==> src/design/rrtt_pkg.sv <==
// ----------------------------------------------------------------------------
// rrtt_pkg
// Shared types, codes and defaults of the request retry timeout tracker.
// ----------------------------------------------------------------------------
`timescale 1ns / 1ps
`default_nettype none

package rrtt_pkg;

  localparam int unsigned PoolSlotsDef = 32;

  // function codes
  localparam logic [2:0] FN_ALLOC  = 3'd0;
  localparam logic [2:0] FN_RESP   = 3'd1;
  localparam logic [2:0] FN_ERR    = 3'd2;
  localparam logic [2:0] FN_AGE    = 3'd3;
  localparam logic [2:0] FN_RETIRE = 3'd4;

  // result codes
  localparam logic [2:0] EV_ALLOC    = 3'd0;
  localparam logic [2:0] EV_FULL     = 3'd1;
  localparam logic [2:0] EV_RELEASED = 3'd2;
  localparam logic [2:0] EV_NOTFOUND = 3'd3;
  localparam logic [2:0] EV_RESEND   = 3'd4;
  localparam logic [2:0] EV_EXPIRED  = 3'd5;
  localparam logic [2:0] EV_RETIRED  = 3'd6;
  localparam logic [2:0] EV_DONE     = 3'd7;

  // register indexes
  localparam logic [2:0] REG_INIT_TMO = 3'd0;
  localparam logic [2:0] REG_LIMIT    = 3'd1;
  localparam logic [2:0] REG_STEP     = 3'd2;
  localparam logic [2:0] REG_BUDGET   = 3'd3;
  localparam logic [2:0] REG_SLACK    = 3'd4;
  localparam logic [2:0] REG_MASK     = 3'd5;

  typedef struct packed {
    logic        live;
    logic [23:0] lid;
    logic [63:0] tid;
    logic [47:0] stamp;
    logic [31:0] tmo;
    logic [7:0]  tries;
    logic [33:0] spent;
  } entry_t;

  typedef struct packed {
    logic [31:0] init_tmo;
    logic [7:0]  retry_limit;
    logic [31:0] step_tmo;
    logic [31:0] budget;
    logic [31:0] slack;
    logic [63:0] mask;
  } cfg_t;

  typedef struct packed {
    logic [2:0]  func;
    logic [23:0] lid;
    logic [63:0] tid;
    logic [47:0] now;
    logic [4:0]  sel;
  } cmd_t;

  typedef struct packed {
    entry_t      nxt;
    logic        hit;
    logic        emit;
    logic [2:0]  ev;
    logic        left_vld;
    logic [32:0] left;
  } head_t;

endpackage

`default_nettype wire

==> src/design/rrtt_head.sv <==
// ----------------------------------------------------------------------------
// rrtt_head
// Work on the entry at the head of the ring: match, allocate, release, retry, retire, age.
// ----------------------------------------------------------------------------
`timescale 1ns / 1ps
`default_nettype none

module rrtt_head
  import rrtt_pkg::*;
(
  input  wire entry_t head_i,
  input  wire cmd_t   cmd_i,
  input  wire cfg_t   cfg_i,
  input  wire logic   found_i,
  input  wire logic   sel_hit_i,
  output head_t       res_o
);

  logic        match;
  logic [33:0] spent_n;
  logic [8:0]  tries_p1;
  logic [40:0] t_mul;
  logic [40:0] t_sel;
  logic [33:0] diff;
  logic        in_budget;
  logic [31:0] tmo_n;
  logic        stepped;
  logic        resend;
  entry_t      retried;
  entry_t      fresh;
  logic [47:0] elapsed;
  logic [32:0] limit;
  logic        overdue;

  always_comb begin
    match = head_i.live && (head_i.lid == cmd_i.lid) &&
            ((head_i.tid & cfg_i.mask) == (cmd_i.tid & cfg_i.mask));

    // retry step
    spent_n   = head_i.spent + 34'(head_i.tmo);
    tries_p1  = {1'b0, head_i.tries} + 9'd1;
    t_mul     = 41'(tries_p1) * 41'(cfg_i.step_tmo);
    in_budget = spent_n < 34'(cfg_i.budget);
    diff      = 34'(cfg_i.budget) - spent_n;
    t_sel     = t_mul;
    if (in_budget && ((42'(spent_n) + 42'(t_mul)) > 42'(cfg_i.budget))) begin
      t_sel = (diff < 34'(cfg_i.step_tmo)) ? 41'(cfg_i.step_tmo) : 41'(diff);
    end
    tmo_n   = (t_sel > 41'(32'hFFFF_FFFF)) ? 32'hFFFF_FFFF : t_sel[31:0];
    stepped = cfg_i.step_tmo != 32'd0;
    resend  = stepped ? in_budget : (head_i.tries < cfg_i.retry_limit);

    retried       = head_i;
    retried.stamp = cmd_i.now;
    if (stepped) begin
      retried.spent = spent_n;
      retried.tmo   = tmo_n;
    end
    if (resend && (head_i.tries != 8'hFF)) begin
      retried.tries = head_i.tries + 8'd1;
    end
    retried.live = resend;

    fresh.live  = 1'b1;
    fresh.lid   = cmd_i.lid;
    fresh.tid   = cmd_i.tid;
    fresh.stamp = cmd_i.now;
    fresh.tmo   = cfg_i.init_tmo;
    fresh.tries = 8'd0;
    fresh.spent = 34'd0;

    elapsed = cmd_i.now - head_i.stamp;
    limit   = 33'(head_i.tmo) + 33'(cfg_i.slack);
    overdue = elapsed >= 48'(limit);

    res_o          = '0;
    res_o.nxt      = head_i;
    res_o.ev       = resend ? EV_RESEND : EV_EXPIRED;
    case (cmd_i.func)
      FN_ALLOC: begin
        res_o.ev = EV_ALLOC;
        if (!found_i && !head_i.live) begin
          res_o.nxt = fresh;
          res_o.hit = 1'b1;
        end
      end
      FN_RESP: begin
        res_o.ev = EV_RELEASED;
        if (!found_i && match) begin
          res_o.nxt.live = 1'b0;
          res_o.hit      = 1'b1;
        end
      end
      FN_ERR: begin
        if (!found_i && match) begin
          res_o.nxt = retried;
          res_o.hit = 1'b1;
        end
      end
      FN_RETIRE: begin
        res_o.ev = EV_RETIRED;
        if (sel_hit_i && head_i.live) begin
          res_o.nxt.live = 1'b0;
          res_o.hit      = 1'b1;
        end
      end
      FN_AGE: begin
        if (head_i.live) begin
          if (overdue) begin
            res_o.nxt      = retried;
            res_o.emit     = 1'b1;
            res_o.left_vld = resend;
            res_o.left     = 33'(retried.tmo) + 33'(cfg_i.slack);
          end else begin
            res_o.left_vld = 1'b1;
            res_o.left     = limit - elapsed[32:0];
          end
        end
      end
      default: begin
        res_o.hit = 1'b0;
      end
    endcase
  end

endmodule

`default_nettype wire

==> config.mk <==
export PLATFORM = sky130hd
export DESIGN_NAME = rrtt_head
export DESIGN_NICKNAME = d
export VERILOG_FILES = /design/src/design/rrtt_pkg.sv /design/src/design/rrtt_head.sv
export SDC_FILE = /design/constraint.sdc
export NUM_CORES = 2
export LEC_CHECK = 0
export ABC_AREA = 1
export CAP_MARGIN = 10
export CORE_AREA = 2 2 311 313
export DETAILED_ROUTE_END_ITERATION = 8
export DIE_AREA = 0 0 313 315
export DONT_BUFFER_PORTS = 1
export SETUP_SLACK_MARGIN = 0.05
export SKIP_LAST_GASP = 1
export SYNTH_ARGS = -nofsm -noshare
export SYNTH_HDL_FRONTEND = slang
export SYNTH_SLANG_ARGS = --single-unit
==> constraint.sdc <==
create_clock -name vclk -period 19.6
set_clock_uncertainty 0.2 [all_clocks]
set_input_delay 0 -clock vclk [all_inputs]
set_output_delay 0 -clock vclk [all_outputs]
set_load 0.02 [all_outputs]
## After elaboration in Yosys (flattened, before gate mapping)

Cells that the tools add are included.

| storage, ports and cells | value |
|---|---|
| register bits after elaboration | 0 |
| input bits | 557 |
| logic and storage cells | 62 |

| cells by class | value |
|---|---|
| add/subtract/negate cells | 9 |
| multiply operators | 1 |
| magnitude comparators | 6 |
| equal/unequal tests | 7 |
| multiplexer cells | 26 |
| bitwise logic cells | 2 |
| reduce and logical (&&, ||, !) cells | 11 |

Operators by type and width:

| cell | count |
|---|---|
| case mux 210 bit (3 select lines) | 1 |
| 2-to-1 mux 212 bit | 2 |
| 2-to-1 mux 211 bit | 2 |
| 2-to-1 mux 34 bit | 5 |
| bitwise AND 64 bit | 2 |
| less-than comparator 34 x 32 -> 1 bit | 2 |
| adder 32 x 32 -> 33 bit | 2 |
| equality test 64 bit | 1 |
| 2-to-1 mux 32 bit | 2 |
| greater-or-equal comparator 48 x 33 -> 1 bit | 1 |
| subtractor 48 bit | 1 |
| adder 34 x 41 -> 42 bit | 1 |
| greater-than comparator 42 x 32 -> 1 bit | 1 |
| greater-than comparator 41 x 32 -> 1 bit, second input constant | 1 |
| multiplier 9 x 32 -> 41 bit | 1 |
| 2-to-1 mux 41 bit | 1 |
| adder 34 x 32 -> 34 bit | 1 |
| subtractor 32 x 34 -> 34 bit | 1 |
| subtractor 33 bit | 1 |
| nonzero test 32 bit | 1 |
| equality test 24 bit | 1 |
| adder 8 x 1 -> 9 bit, second input constant | 1 |
| 2-to-1 mux 1 bit | 9 |
| case mux 3 bit (3 select lines) | 1 |
| other kinds (12) | 20 |

## Logic depth before layout (Yosys ltp)

| logic depth | value |
|---|---|
| depth in word-level cells | 13 |
| mapped depth | 72 |
| depth with buffers taken out | 70 |

## Least setup slack after synthesis

No wires, ideal clock.

| path | value |
|---|---|
| path kind | input -> output |
| start point | input port head_i[34] in the netlist's numbering |
| end point | output port res_o[28] in the netlist's numbering |
| arrival | 10.713 ns |
| required time | 19.400 ns |
| path slack | 8.687 ns |
| stages on the path | 66 |
| path buffers | 2 |
| cells stage by stage | clkinv_1 nor3_1 nand2_1 nor3_1 inv_1 o21ai_0 nand2_1 inv_1 clkbuf_1 nand2_1 fa_1 fa_1 inv_1 fa_1 inv_1 fa_1 inv_1 ha_1 [... 30 more ...] o21bai_4 inv_1 ha_1 fa_1 nand3_1 nand2_1 a21oi_1 o21ai_1 a21boi_1 o21ai_1 a21oi_1 o21ai_1 a21boi_0 o21ai_1 a21boi_1 o21ai_1 xnor2_1 a21oi_1 |

RTL lines:

| what | RTL line | RTL |
|---|---|---|
| start: declaration | rrtt_head.sv:11 | `input wire entry_t head_i,` |
| end: declaration | rrtt_head.sv:16 | `output head_t res_o` |

==> results.md <==
### Pwr
• 192.1 mW/mm^2 — total power density per cell area
• 19.19 nW — leakage power total
• 0.1857 mV — peak supply drop

### Setup path
• 34 — highest net fanout along the worst path
• 19,400 ps — Required @ worst endpoint
• sky130_fd_sc_hd__nand2_1 — most prevalent standard cell on the critical path
• 840 ps — largest stage delay on the critical path
• head_i[34] — worst setup path start
• input pin to output port — startpoint-to-endpoint class of the critical path
• input pin — kind of start point of the critical path
• sky130_fd_sc_hd__inv_1 — cell with the largest stage delay on the worst path
• output port — endpoint class of the critical path
• 15,510 ps — data arrival time of the critical path

### Yosys
• 0 — Seq/Total Area, Yosys
• 0.03574 sq mm — combined area of all synthesized cells
• 6,101 — number of instances in the synthesized netlist
• 0 — number of warnings reported in the yosys synthesis log
• 0.1541 — top cell type's share of synthesized area
• sky130_fd_sc_hd__nand2_1 (15%), sky130_fd_sc_hd__ha_1 (14%), sky130_fd_sc_hd__fa_1 (12%) — dominant cells by area after synthesis
• 5.858 sq um — mean post-synth cell area
• sky130_fd_sc_hd__nand2_1 — cell accounting for the most synthesized area
• 66 — distinct cell type count after synthesis
• 7,288 — Synth Net Count

### Route
• 3,686 — number of DRC markers after the initial detailed-route iteration
• 25.64 um — average detailed-routed wire length per instance
• 6 — total iterations of the first detailed-routing run
• 41,340 — via count
• 185.1 mm — drt total wl
• 0 — Antenna Violating Nets Remaining
• 5.726 — DR vias/cell
• 0 — post-route DRC violation count

### Cells and area
• sky130_fd_sc_hd__nand2_1 (1,465), sky130_fd_sc_hd__inv_1 (991), sky130_fd_sc_hd__a21oi_1 (637) — most frequent cells in the layout
• 0 sq um — sequential cell area in the final layout
• 0 — final-layout clock buffer total
• 7,127 — final net count
• 3.470% — area growth from synthesis to layout
• 0 — number of flip-flops and latches
• sky130_fd_sc_hd__nand2_1 — most frequent standard cell in the layout excluding fill and tap cells
• 7,219 — Final Instance Count excl. Fillers
• 10,620 — Fill cells
• 0.03166 — fraction of final layout cells sized beyond drive strength 1

### Placed design
• 160.4 mm — estimated wirelength of the detail-placed design
• 7,208 — count of placed standard cells including taps
• 0 — number of port buffers
• 1.140 — routability congestion estimate

### STA
• 0 — Hold Violations, Final
• 1335 ps — slew at the pin closest to its max-slew limit
• false — setup repair after global routing missed its margin
• 63.65 MHz — highest attainable clock frequency
• 15,710 ps — clock period minus final worst setup slack
• 0 — Final setup violation count
• 0 ps — setup TNS after final layout
• 0 — Slew Limit Fails
• 0.1017 — slew margin rel.
• 0.8015 — Tcrit/Tclk final

### Global route
• met2 — busiest layer in global routing
• 0.1060 — met3 usage in global routing
• 262.5 mm — first-pass GRT wire length
• 0.4531 — M1 GR Usage
• 0.5692 — fraction of met2 tracks used by global routing
• 200 — largest net degree at the start of global routing
• 10 — initial antenna violation count
• 38,360 — vias in the first global route
• 0.3584 — overall fraction of global-route tracks in use
• 0 — sum of overflow across all layers after global routing

### Min path
• cmd_i[112] — beginning of the worst hold path
• input pin to output port — HP Class
• 1 — worst hold path cell count

### Floorplan
• 807 — number of top-level design ports
• 0.3734 — Initial Util
• 0.09571 sq mm — Core ar.
• 0.09860 sq mm — die area
• 114 — Row Count
• 313 um — Die Span X
• 315 um — die height

### Outcome
• finished clean — result of the run

### Clock tree
• 0 — setup repair bufs after CTS
• 0 — cells resized by post-CTS repair
• 5 — number of buffers inserted by hold repair at cts

### Run
• 0 — max capacitance violation total

==> cell families (layout without fill, tap and decap cells) <==
logic type / count (synthesis) / count (layout) / synth area share
compound gates: 1461 / 1461 / 0.2371
xor+xnor: 276 / 276 / 0.06806
fa+ha+maj: 630 / 630 / 0.2664
buf+inv: 1227 / 1064 / 0.1311
mux: 26 / 26 / 0.008192
other cells: 0 / 5 / 0
simple gates: 2481 / 2481 / 0.2892
==> report_power, final <==
part               internal, W  switching (W)        total (W)
Sequential                   0              0                0
Clock          0.0000000000346              0  0.0000000000347
Combinational          0.00228        0.00482          0.00710
Total                  0.00228        0.00482          0.00710
==> routing by layer <==
layer  vias up  wire length (um)  part of all wire
li1      19600                 -                 -
met1     19650             75280              0.41
met2      1808             81240              0.44
met3       266             19570              0.11
met4         6              8957             0.048
met5         -                46           0.00025
==> cell usage after synthesis, drive strengths merged, types with 4 or more instances <==
cell / n
inv: 1005
mux2: 26
nand3b: 6
clkinv: 4
o211ai: 71
buf: 49
nand4: 125
o221ai: 5
a21boi: 26
o21ai: 496
nand3: 268
or2: 16
nor2: 496
o22ai: 7
a211oi: 41
nor3: 41
o21a: 21
ha: 412
fa: 218
clkbuf: 169
and2: 4
xor2: 187
nor4: 30
o31ai: 7
a31oi: 32
a31o: 6
nand2: 1484
a21o: 32
o21bai: 58
a21oi: 638
and3: 9
xnor2: 89
==> area by class of cell <==
type | instances | area, sq um | area share
multi-input cells | 4874 | 31140 | 0.8420
inverters | 1009 | 3792 | 0.1026
well taps | 1276 | 1597 | 0.04318
repair buffers | 55 | 440.4 | 0.01191
diodes | 5 | 12.51 | 0.0003384
==> critical path: cells and delay by family <==
| family | cells | cell delay (ps) |
|---|---|---|
| AND/OR/NAND/NOR | 19 | 4050 |
| buffers and inverters | 12 | 2410 |
| XOR/XNOR | 3 | 720 |
| AO/OA/AOI/OAI | 20 | 4720 |
| adder cells (fa/ha/maj) | 8 | 3520 |
==> metrics by stage <==
stage / util / power (W) / setup slack, ps / hold slack, ps / cell area, sq um
floorplan: - / 0.004931 / 8687 / -30.09 / 35740
global placement: 0.3856 / 0.006951 / 4294 / -10.99 / 36910
detailed placement: 0.3856 / 0.006960 / 4228 / -6.927 / 36910
CTS: 0.3861 / 0.007000 / 4174 / 1.548 / 36960
global route: 0.3863 / 0.007853 / 3246 / 0.07999 / 36970
finish: 0.3864 / 0.007104 / 3890 / 2.415 / 36980
==> path summary, 6_finish.rpt <==
check / end / slack (ps)
hold / removal: res_o[220] / 2
setup / recovery: res_o[28] / 3890
Note: power is estimated with default switching activity, not from simulation.
